$ cat src/rtl/dtsp_pkg.sv
// ----------------------------------------------------------------------------
// dtsp_pkg
// Shared types and constants for the devicetree structure token parser.
// ----------------------------------------------------------------------------
package dtsp_pkg;

   // nesting limit: a begin-node that would reach it is a fault
   localparam int MAX_DEPTH     = 32;
   localparam int DEPTH_W       = $clog2(MAX_DEPTH);

   localparam int WORD_W        = 32;
   localparam int ROLE_W        = 4;
   localparam int NODE_DEPTH_W  = 6;
   localparam int FAULT_W       = 2;
   // ceil(len/4) reaches 2**30, so one bit more than len/4
   localparam int LEFT_W        = WORD_W - 1;

   // structure block tags
   localparam logic [WORD_W-1:0] TAG_BEGIN   = 32'h0000_0001;
   localparam logic [WORD_W-1:0] TAG_ENDNODE = 32'h0000_0002;
   localparam logic [WORD_W-1:0] TAG_PROP    = 32'h0000_0003;
   localparam logic [WORD_W-1:0] TAG_NOP     = 32'h0000_0004;
   localparam logic [WORD_W-1:0] TAG_END     = 32'h0000_0009;

   typedef enum logic [ROLE_W-1:0] {
      ROLE_BEGIN   = 4'd0,
      ROLE_NAME    = 4'd1,
      ROLE_ENDNODE = 4'd2,
      ROLE_PROP    = 4'd3,
      ROLE_LENGTH  = 4'd4,
      ROLE_NAMEOFF = 4'd5,
      ROLE_DATA    = 4'd6,
      ROLE_NOP     = 4'd7,
      ROLE_END     = 4'd8,
      ROLE_ERROR   = 4'd9,
      ROLE_IGNORED = 4'd10
   } role_type;

   typedef enum logic [FAULT_W-1:0] {
      FAULT_NONE        = 2'd0,
      FAULT_BAD_TAG     = 2'd1,
      FAULT_TOO_DEEP    = 2'd2,
      FAULT_END_AT_ZERO = 2'd3
   } fault_type;

   typedef struct packed {
      logic [WORD_W-1:0] blob_word;
      logic              restart;
   } item_type;

   typedef struct packed {
      role_type                word_role;
      logic [NODE_DEPTH_W-1:0] node_depth;
      logic                    last_name_word;
      logic                    empty_name;
      logic [WORD_W-1:0]       property_length;
      logic [WORD_W-1:0]       string_offset;
      logic                    last_data_word;
      fault_type               fault_code;
      logic                    finished;
   } result_type;

endpackage

$ cat src/rtl/dtsp_channels.sv
// ----------------------------------------------------------------------------
// dtsp_req_if / dtsp_rsp_if
// Valid/ready channels carrying structure words in and tagged results out.
// ----------------------------------------------------------------------------
interface dtsp_req_if;
   logic                       valid;
   logic                       ready;
   logic [dtsp_pkg::WORD_W-1:0] blob_word;
   logic                       restart;

   modport source (output valid, output blob_word, output restart, input ready);
   modport sink   (input valid, input blob_word, input restart, output ready);
endinterface

interface dtsp_rsp_if;
   logic                             valid;
   logic                             ready;
   logic [dtsp_pkg::ROLE_W-1:0]       word_role;
   logic [dtsp_pkg::NODE_DEPTH_W-1:0] node_depth;
   logic                             last_name_word;
   logic                             empty_name;
   logic [dtsp_pkg::WORD_W-1:0]       property_length;
   logic [dtsp_pkg::WORD_W-1:0]       string_offset;
   logic                             last_data_word;
   logic [dtsp_pkg::FAULT_W-1:0]      fault_code;
   logic                             finished;

   modport source (
      output valid, output word_role, output node_depth, output last_name_word,
      output empty_name, output property_length, output string_offset,
      output last_data_word, output fault_code, output finished, input ready
   );
   modport sink (
      input valid, input word_role, input node_depth, input last_name_word,
      input empty_name, input property_length, input string_offset,
      input last_data_word, input fault_code, input finished, output ready
   );
endinterface

$ cat src/rtl/dtsp_in_reg.sv
// ----------------------------------------------------------------------------
// dtsp_in_reg
// Input register stage: captures one word per cycle unless a held word waits on step, drains on step.
// ----------------------------------------------------------------------------
module dtsp_in_reg (
   input  logic               clock,
   input  logic               reset,
   dtsp_req_if.sink           req_if,
   input  logic               step,
   output logic               item_valid,
   output dtsp_pkg::item_type item
);

   logic               valid_ff;
   logic               valid_in;
   dtsp_pkg::item_type item_ff;
   logic               take;

   // free when empty or when the held word moves on this cycle
   assign req_if.ready = !valid_ff || step;
   assign take         = req_if.valid && req_if.ready;

   always_comb begin
      valid_in = valid_ff;
      if (take) begin
         valid_in = 1'b1;
      end else if (step) begin
         valid_in = 1'b0;
      end
   end

   always_ff @(posedge clock) begin
      if (reset) begin
         valid_ff <= 1'b0;
      end else begin
         valid_ff <= valid_in;
      end
   end

   always_ff @(posedge clock) begin
      if (take) begin
         item_ff.blob_word <= req_if.blob_word;
         item_ff.restart   <= req_if.restart;
      end
   end

   assign item_valid = valid_ff;
   assign item       = item_ff;

endmodule

$ cat src/rtl/dtsp_engine.sv
// ----------------------------------------------------------------------------
// dtsp_engine
// Parse state and result register: classifies one word per step.
// ----------------------------------------------------------------------------
module dtsp_engine (
   input  logic                 clock,
   input  logic                 reset,
   input  logic                 step,
   input  dtsp_pkg::item_type   item,
   output dtsp_pkg::result_type result
);

   typedef enum logic [2:0] {
      MODE_TAG,
      MODE_NAME_FIRST,
      MODE_NAME_REST,
      MODE_LEN,
      MODE_NAMEOFF,
      MODE_DATA,
      MODE_DONE
   } mode_type;

   mode_type                        mode_ff,  mode_in,  mode_cur;
   logic [dtsp_pkg::DEPTH_W-1:0]    depth_ff, depth_in, depth_cur;
   logic [dtsp_pkg::LEFT_W-1:0]     left_ff,  left_in,  left_cur;
   logic [dtsp_pkg::WORD_W-1:0]     len_ff,   len_in,   len_cur;
   dtsp_pkg::fault_type             fault_ff, fault_in, fault_cur;
   dtsp_pkg::result_type            result_ff, result_in;

   logic [dtsp_pkg::WORD_W-1:0]     w;
   logic                            has_zero;
   logic [dtsp_pkg::LEFT_W-1:0]     left_dec;

   assign w        = item.blob_word;
   assign has_zero = (w[31:24] == 8'h00) || (w[23:16] == 8'h00) ||
                     (w[15:8]  == 8'h00) || (w[7:0]   == 8'h00);

   always_comb begin
      // restart: behave as if from reset
      if (item.restart) begin
         mode_cur  = MODE_TAG;
         depth_cur = '0;
         left_cur  = '0;
         len_cur   = '0;
         fault_cur = dtsp_pkg::FAULT_NONE;
      end else begin
         mode_cur  = mode_ff;
         depth_cur = depth_ff;
         left_cur  = left_ff;
         len_cur   = len_ff;
         fault_cur = fault_ff;
      end

      mode_in  = mode_cur;
      depth_in = depth_cur;
      left_in  = left_cur;
      len_in   = len_cur;
      fault_in = fault_cur;
      left_dec = (left_cur != '0) ? left_cur - 1'b1 : left_cur;

      result_in                 = '0;
      result_in.word_role       = dtsp_pkg::ROLE_IGNORED;

      unique case (mode_cur)
         MODE_TAG: begin
            priority if (w == dtsp_pkg::TAG_BEGIN) begin
               if (depth_cur == dtsp_pkg::DEPTH_W'(dtsp_pkg::MAX_DEPTH - 1)) begin
                  fault_in            = dtsp_pkg::FAULT_TOO_DEEP;
                  mode_in             = MODE_DONE;
                  result_in.word_role = dtsp_pkg::ROLE_ERROR;
               end else begin
                  depth_in            = depth_cur + 1'b1;
                  mode_in             = MODE_NAME_FIRST;
                  result_in.word_role = dtsp_pkg::ROLE_BEGIN;
               end
            end else if (w == dtsp_pkg::TAG_ENDNODE) begin
               if (depth_cur == '0) begin
                  fault_in            = dtsp_pkg::FAULT_END_AT_ZERO;
                  mode_in             = MODE_DONE;
                  result_in.word_role = dtsp_pkg::ROLE_ERROR;
               end else begin
                  depth_in            = depth_cur - 1'b1;
                  result_in.word_role = dtsp_pkg::ROLE_ENDNODE;
               end
            end else if (w == dtsp_pkg::TAG_PROP) begin
               mode_in             = MODE_LEN;
               result_in.word_role = dtsp_pkg::ROLE_PROP;
            end else if (w == dtsp_pkg::TAG_NOP) begin
               result_in.word_role = dtsp_pkg::ROLE_NOP;
            end else if (w == dtsp_pkg::TAG_END) begin
               mode_in             = MODE_DONE;
               result_in.word_role = dtsp_pkg::ROLE_END;
            end else begin
               fault_in            = dtsp_pkg::FAULT_BAD_TAG;
               mode_in             = MODE_DONE;
               result_in.word_role = dtsp_pkg::ROLE_ERROR;
            end
         end
         MODE_NAME_FIRST, MODE_NAME_REST: begin
            result_in.word_role  = dtsp_pkg::ROLE_NAME;
            result_in.empty_name = (mode_cur == MODE_NAME_FIRST) && (w[31:24] == 8'h00);
            if (has_zero) begin
               result_in.last_name_word = 1'b1;
               mode_in                  = MODE_TAG;
            end else begin
               mode_in                  = MODE_NAME_REST;
            end
         end
         MODE_LEN: begin
            // word count is ceil(len/4)
            len_in                    = w;
            left_in                   = {1'b0, w[31:2]} +
                                        dtsp_pkg::LEFT_W'(w[1:0] != 2'b00);
            result_in.word_role       = dtsp_pkg::ROLE_LENGTH;
            result_in.property_length = w;
            mode_in                   = MODE_NAMEOFF;
         end
         MODE_NAMEOFF: begin
            result_in.word_role       = dtsp_pkg::ROLE_NAMEOFF;
            result_in.property_length = len_cur;
            result_in.string_offset   = w;
            mode_in                   = (left_cur == '0) ? MODE_TAG : MODE_DATA;
         end
         MODE_DATA: begin
            result_in.word_role       = dtsp_pkg::ROLE_DATA;
            result_in.property_length = len_cur;
            left_in                   = left_dec;
            if (left_dec == '0) begin
               result_in.last_data_word = 1'b1;
               mode_in                  = MODE_TAG;
            end
         end
         default: begin
            // done, or an unused code: stay stopped
            mode_in = MODE_DONE;
         end
      endcase

      result_in.node_depth = dtsp_pkg::NODE_DEPTH_W'(depth_in);
      result_in.fault_code = fault_in;
      result_in.finished   = (mode_in == MODE_DONE);
   end

   always_ff @(posedge clock) begin
      if (reset) begin
         mode_ff  <= MODE_TAG;
         depth_ff <= '0;
         left_ff  <= '0;
         len_ff   <= '0;
         fault_ff <= dtsp_pkg::FAULT_NONE;
      end else if (step) begin
         mode_ff   <= mode_in;
         depth_ff  <= depth_in;
         left_ff   <= left_in;
         len_ff    <= len_in;
         fault_ff  <= fault_in;
         result_ff <= result_in;
      end
   end

   assign result = result_ff;

endmodule

$ cat src/rtl/devicetree_struct_token_parser_top.sv
// ----------------------------------------------------------------------------
// devicetree_struct_token_parser_top
// Streaming role tagger for flattened devicetree structure-block words.
// ----------------------------------------------------------------------------
// Usage:
//   req_if  - sink channel. Each transaction carries one big-endian 32-bit
//             structure word (first byte in bits 31:24) and a restart flag
//             that wipes the parse state before the word is taken as a tag.
//   rsp_if  - source channel. Exactly one result transaction per request:
//             word role, node depth after the word, name/data end flags,
//             property length, string offset, sticky fault code, finished.
// Timing:
//   A word lands in the input register when it is accepted, is classified
//   by the engine on a step and its result is held in the result register,
//   where rsp_if.valid offers it; a stalled result slot delays the step.
//   One word per cycle sustained while rsp_if.ready stays high; the only
//   loop is the small mode/depth/word-count update in the engine.
// Reset (synchronous, active high):
//   Both stages empty, mode back to expecting a tag, depth, count, held
//   length and fault cleared.
// Stall:
//   While rsp_if.ready is low the result holds; the input register takes
//   one more word if it is empty, then req_if.ready drops until the result moves.
// ----------------------------------------------------------------------------
module devicetree_struct_token_parser_top (
   input  logic       clock,
   input  logic       reset,
   dtsp_req_if.sink   req_if,
   dtsp_rsp_if.source rsp_if
);

   logic                 item_valid;   // input register holds a word
   dtsp_pkg::item_type   item;         // the held word
   dtsp_pkg::result_type result;       // engine result register
   logic                 rsp_valid_ff;
   logic                 rsp_valid_in;
   logic                 out_free;     // result register free this cycle
   logic                 step;         // classify the held word now

   // a result slot opens when empty or when the current result is taken
   assign out_free = !rsp_valid_ff || rsp_if.ready;
   assign step     = item_valid && out_free;

   // stage 1: input register
   dtsp_in_reg u_in_reg (
      .clock      (clock),
      .reset      (reset),
      .req_if     (req_if),
      .step       (step),
      .item_valid (item_valid),
      .item       (item)
   );

   // stage 2: parse state plus result payload
   dtsp_engine u_engine (
      .clock  (clock),
      .reset  (reset),
      .step   (step),
      .item   (item),
      .result (result)
   );

   // result valid: set on step, cleared once taken
   always_comb begin
      rsp_valid_in = rsp_valid_ff;
      if (step) begin
         rsp_valid_in = 1'b1;
      end else if (rsp_if.ready) begin
         rsp_valid_in = 1'b0;
      end
   end

   always_ff @(posedge clock) begin
      if (reset) begin
         rsp_valid_ff <= 1'b0;
      end else begin
         rsp_valid_ff <= rsp_valid_in;
      end
   end

   assign rsp_if.valid           = rsp_valid_ff;
   assign rsp_if.word_role       = result.word_role;
   assign rsp_if.node_depth      = result.node_depth;
   assign rsp_if.last_name_word  = result.last_name_word;
   assign rsp_if.empty_name      = result.empty_name;
   assign rsp_if.property_length = result.property_length;
   assign rsp_if.string_offset   = result.string_offset;
   assign rsp_if.last_data_word  = result.last_data_word;
   assign rsp_if.fault_code      = result.fault_code;
   assign rsp_if.finished        = result.finished;

endmodule

$ cat src/flat_wrapper.sv
// flat-port wrapper written by rule: the top's interface ports become plain ports
module devicetree_struct_token_parser_top_flat 
  (clock, reset, req_if_valid, req_if_blob_word, req_if_restart, req_if_ready, rsp_if_valid, rsp_if_word_role, rsp_if_node_depth, rsp_if_last_name_word, rsp_if_empty_name, rsp_if_property_length, rsp_if_string_offset, rsp_if_last_data_word, rsp_if_fault_code, rsp_if_finished, rsp_if_ready);
  dtsp_req_if req_if_i ();
  dtsp_rsp_if rsp_if_i ();
  input  logic clock;
  input  logic reset;
  input wire logic [$bits(req_if_i.valid)-1:0] req_if_valid;
  input wire logic [$bits(req_if_i.blob_word)-1:0] req_if_blob_word;
  input wire logic [$bits(req_if_i.restart)-1:0] req_if_restart;
  output wire logic [$bits(req_if_i.ready)-1:0] req_if_ready;
  output wire logic [$bits(rsp_if_i.valid)-1:0] rsp_if_valid;
  output wire logic [$bits(rsp_if_i.word_role)-1:0] rsp_if_word_role;
  output wire logic [$bits(rsp_if_i.node_depth)-1:0] rsp_if_node_depth;
  output wire logic [$bits(rsp_if_i.last_name_word)-1:0] rsp_if_last_name_word;
  output wire logic [$bits(rsp_if_i.empty_name)-1:0] rsp_if_empty_name;
  output wire logic [$bits(rsp_if_i.property_length)-1:0] rsp_if_property_length;
  output wire logic [$bits(rsp_if_i.string_offset)-1:0] rsp_if_string_offset;
  output wire logic [$bits(rsp_if_i.last_data_word)-1:0] rsp_if_last_data_word;
  output wire logic [$bits(rsp_if_i.fault_code)-1:0] rsp_if_fault_code;
  output wire logic [$bits(rsp_if_i.finished)-1:0] rsp_if_finished;
  input wire logic [$bits(rsp_if_i.ready)-1:0] rsp_if_ready;
  assign req_if_i.valid = req_if_valid;
  assign req_if_i.blob_word = req_if_blob_word;
  assign req_if_i.restart = req_if_restart;
  assign req_if_ready = req_if_i.ready;
  assign rsp_if_valid = rsp_if_i.valid;
  assign rsp_if_word_role = rsp_if_i.word_role;
  assign rsp_if_node_depth = rsp_if_i.node_depth;
  assign rsp_if_last_name_word = rsp_if_i.last_name_word;
  assign rsp_if_empty_name = rsp_if_i.empty_name;
  assign rsp_if_property_length = rsp_if_i.property_length;
  assign rsp_if_string_offset = rsp_if_i.string_offset;
  assign rsp_if_last_data_word = rsp_if_i.last_data_word;
  assign rsp_if_fault_code = rsp_if_i.fault_code;
  assign rsp_if_finished = rsp_if_i.finished;
  assign rsp_if_i.ready = rsp_if_ready;
  devicetree_struct_token_parser_top u_core (.clock(clock), .reset(reset), .req_if(req_if_i), .rsp_if(rsp_if_i));
endmodule
$ cat config.mk
export PLATFORM = sky130hd
export DESIGN_NAME = devicetree_struct_token_parser_top_flat
export DESIGN_NICKNAME = d
export VERILOG_FILES = /design/src/rtl/dtsp_pkg.sv /design/src/rtl/dtsp_channels.sv /design/src/rtl/dtsp_in_reg.sv /design/src/rtl/dtsp_engine.sv /design/src/rtl/devicetree_struct_token_parser_top.sv /design/src/flat_wrapper.sv
export SDC_FILE = /design/constraint.sdc
export NUM_CORES = 1
export LEC_CHECK = 0
export BUFFER_PORTS_ARGS = -buffer_cell sky130_fd_sc_hd__buf_4
export CELL_PAD_IN_SITES_DETAIL_PLACEMENT = 2
export CELL_PAD_IN_SITES_GLOBAL_PLACEMENT = 2
export CORE_MARGIN = 2
export CORE_UTILIZATION = 30
export CTS_BUF_LIST = sky130_fd_sc_hd__clkbuf_4
export CTS_CLUSTER_DIAMETER = 200
export DETAILED_ROUTE_END_ITERATION = 8
export GPL_TIMING_DRIVEN = 0
export PLACE_DENSITY_LB_ADDON = 0.1
export SYNTH_ARGS = -nofsm -noshare
export SYNTH_HDL_FRONTEND = slang
export SYNTH_SLANG_ARGS = --single-unit
$ cat constraint.sdc
create_clock -name clock -period 12.6 [get_ports clock]
set_input_delay 0.63 -clock clock [delete_from_list [all_inputs] [get_ports clock]]
set_output_delay 0.63 -clock clock [all_outputs]
set_load 0.1 [all_outputs]
==> metrics.csv <==
metric;value;unit
rr_worst_depth;17;
cts_tree;built;
nets;1114;
critical_path_class;reg2reg;
cts_buffer_depth;2;
crit_fanout;10;
finalPower;0.001280;W
slowest_delay;0.59;ns
drcViolationCount;0;
power.leakage;3.881;nW
power_density;115.3;mW/mm2
r2r_end;u_core.u_engine.mode_ff[0];
first_pass_iters;7;
arrival;7.26;ns
post_cts_resized;0;
hold_end;u_core.u_in_reg.item[6];
hold_start;req_if_blob_word[5];
ant_nets;0;
hold_buffers;0;
final_area;0.01110;mm2
synth_ff_type;edfxtp_1;
cts_sinks;187;
port_buffers;116;
drtIter0Drc;613;
routed_wl;36890;um
syn_nets;977;
vias;8272;
grt_overflow;0;
slowest_stage;buf_1;
crit_path_frequent_cell;clkbuf_1;
worstReg2RegStart;u_core.u_in_reg.item[0];
cp-end-kind;register;
async_reset_ff_share;0;%
period_share;53.67;%
hold_viol;0;
drv_cap;0;
wl_per_cell;24.89;um
die_h;180.8;um
fin_skew;0.02645;ns
maxClockFrequency;0.1479;GHz
drive_above_1_share;16.14;%
clk_pin_slew;0.18;ns
die_area;0.03270;mm2
startpoint_type;register;
grt.total_usage;22.81;%
tightest_slew;1.263;ns
mostFrequentLayoutCells;buf_4, edfxtp_1, nor2_1, dfxtp_1, nand2_1;
yosysWarnings;0;
rsz0062_at_grt;false;
hold_depth;1;
dp_hpwl;27510;um
synth_area;0.009380;mm2
finalSetupViolCount;0;
numCtsBuffers;17;
status;finished, final reports clean;
synth-seq-cells;187;
grt_pass1_wl;56060;um
core_region_area;0.03067;mm2
routabilityCongestion;0.9024;
slew_headroom;15.03;%
top_level_ports;119;
clock-root-buffer;clkbuf_4;
cts_setup_buffers;0;
tns;0;ns
fin_crit;6.763;ns
area_growth;18.33;%
initial_utilization;30.59;%
crit_chain;clkbuf_1 > clkbuf_1 > clkbuf_1 > buf_1 > nor2b_1 > inv_1 > ha_1 > nor4b_1 > nand4_1 > a211oi_4 > buf_6 > clkbuf_1 > a31oi_1 > nor4_1 > nand4_1 > o21ai_1 > a21oi_1;
synthDistinctLibCells;77;
grt_max_degree;34;
hold_path.class;in2reg;
cts_max_level;4;
ys_seq_area_share;51.86;%
grt_pass1_vias;8669;
syn_inst;934;
layout_commonest_cell;buf_4;
clk_latency;0.64;ns
viasPerCell;5.582;
dpl_worst_slack;5.907;ns
antenna_found_initial;1;
fillers;3411;
synth-edff-count;112;
placed_area;0.01080;mm2
avgSynthCellArea;10.04;um2
utilization;36.19;%
die_w;180.8;um
setup_ws;5.837;ns
vdd_ir_drop_max;0.07211;mV
slew_viol_final;0;
rrSetupSlack;5.84;ns
crit_required;13.10;ns
num_rows;64;
cells by family (layout without fill, tap and decap cells):
logic type / after synthesis / in the layout / synth area share [%]
simple gates: 356 / 356 / 19.61
buf+inv: 84 / 234 / 3.655
mux: 5 / 5 / 0.5602
xor+xnor: 41 / 41 / 3.828
fa+ha+maj: 6 / 6 / 0.8003
flops: 187 / 187 / 51.86
other cells: 1 / 3 / 0.03998
compound gates: 254 / 254 / 19.65
cell usage after synthesis, types with 6 or more instances:
cell type | instances | share of area (%)
a211oi_1 | 10 | 0.80
a21oi_1 | 38 | 2.0
a22o_1 | 55 | 5.1
a22oi_1 | 32 | 2.6
a31oi_1 | 10 | 0.67
and2_1 | 34 | 2.3
and3_1 | 10 | 0.67
and4_1 | 6 | 0.56
clkbuf_1 | 68 | 2.7
dfxtp_1 | 75 | 16
edfxtp_1 | 112 | 36
ha_1 | 6 | 0.80
inv_1 | 9 | 0.36
nand2_1 | 71 | 2.8
nand2b_1 | 9 | 0.60
nand3_1 | 24 | 1.3
nand4_1 | 10 | 0.67
nor2_1 | 89 | 3.6
nor2b_1 | 14 | 0.93
nor3_1 | 28 | 1.5
nor4_1 | 24 | 1.6
o21ai_0 | 28 | 1.5
o22ai_1 | 18 | 1.2
or3_1 | 9 | 0.60
or4_1 | 8 | 0.64
xnor2_1 | 19 | 1.8
xor2_1 | 22 | 2.1
state kept, by name, summed over array words and instances, names as in the netlist, 2 cells and up:
register                  flops
u_core.u_engine.mode_ff       3
u_core.u_engine.depth_ff      5
u_core.u_engine.left_ff      31
u_core.u_in_reg.item         33
u_core.u_engine.result       79
u_core.u_engine.len_ff       32
u_core.u_engine.fault_ff      2
where the power goes:
| part | leakage (nW) | internal [W] | switching [W] |
|---|---|---|---|
| Clock | 0.163 | 0.000109 | 0.000248 |
| Sequential | 1.60 | 0.000666 | 0.0000176 |
| Combinational | 2.11 | 0.0000612 | 0.000178 |
| Total | 3.88 | 0.000836 | 0.000444 |
per-layer routing:
layer,track usage (%),up-vias,routed length (um),share of wire (%)
li1,-,3808,-,-
met1,30.51,4246,16980,46
met2,38.36,186,18070,49
met3,3.790,32,1270,3.4
met4,5.710,0,567,1.5
met5,0,-,0,0
critical path, delay by kind of cell (launching register included):
family          cells  cell delay [ns]
buf+inv             7             2.96
simple gates        5             1.72
compound gates      4             1.10
fa+ha+maj           1             0.28
flops               1             0.57
worst max-delay path by stage:
| stage | startpoint | endpoint | slack (ns) | depth (start not counted) |
|---|---|---|---|---|
| final | u_core.u_in_reg.item[0] | u_core.u_engine.mode_ff[0] | 5.84 | 17 |
| after global placement | rsp_if_ready | u_core.u_engine.depth_ff[2] | 4.68 | 7 |
| after CTS | u_core.u_in_reg.item[0] | u_core.u_engine.result[3] | 5.86 | 16 |
| after floorplan | u_core.rsp_if.valid | u_core.u_engine.depth_ff[2] | 7.13 | 6 |
| after global routing | u_core.u_in_reg.item[0] | u_core.u_engine.result[3] | 5.30 | 16 |
| after detailed placement | u_core.u_in_reg.item[0] | u_core.u_engine.result[3] | 5.91 | 16 |
stage by stage:
stage | hold WS (ns) | instances
after global routing | 0.05689 | 1482
after floorplan | 0.4366 | 934
final | 0.1492 | 1482
after global placement | 0.4513 | 1446
after detailed placement | 0.4703 | 1448
after CTS | 0.06832 | 1480
layout make-up:
cell class	count	area, um2	share of cell area [%]
diodes	2	5.005	0.04509
plain buffers	75	309.0	2.784
clock buffers	17	127.6	1.150
clock inverters	15	171.4	1.544
inverters	9	33.78	0.3044
multi-input cells	663	4182	37.67
flip-flops and latches	187	4865	43.83
well taps	396	495.5	4.464
repair buffers	118	910.9	8.207
Note: power is estimated with default switching activity, not from simulation.
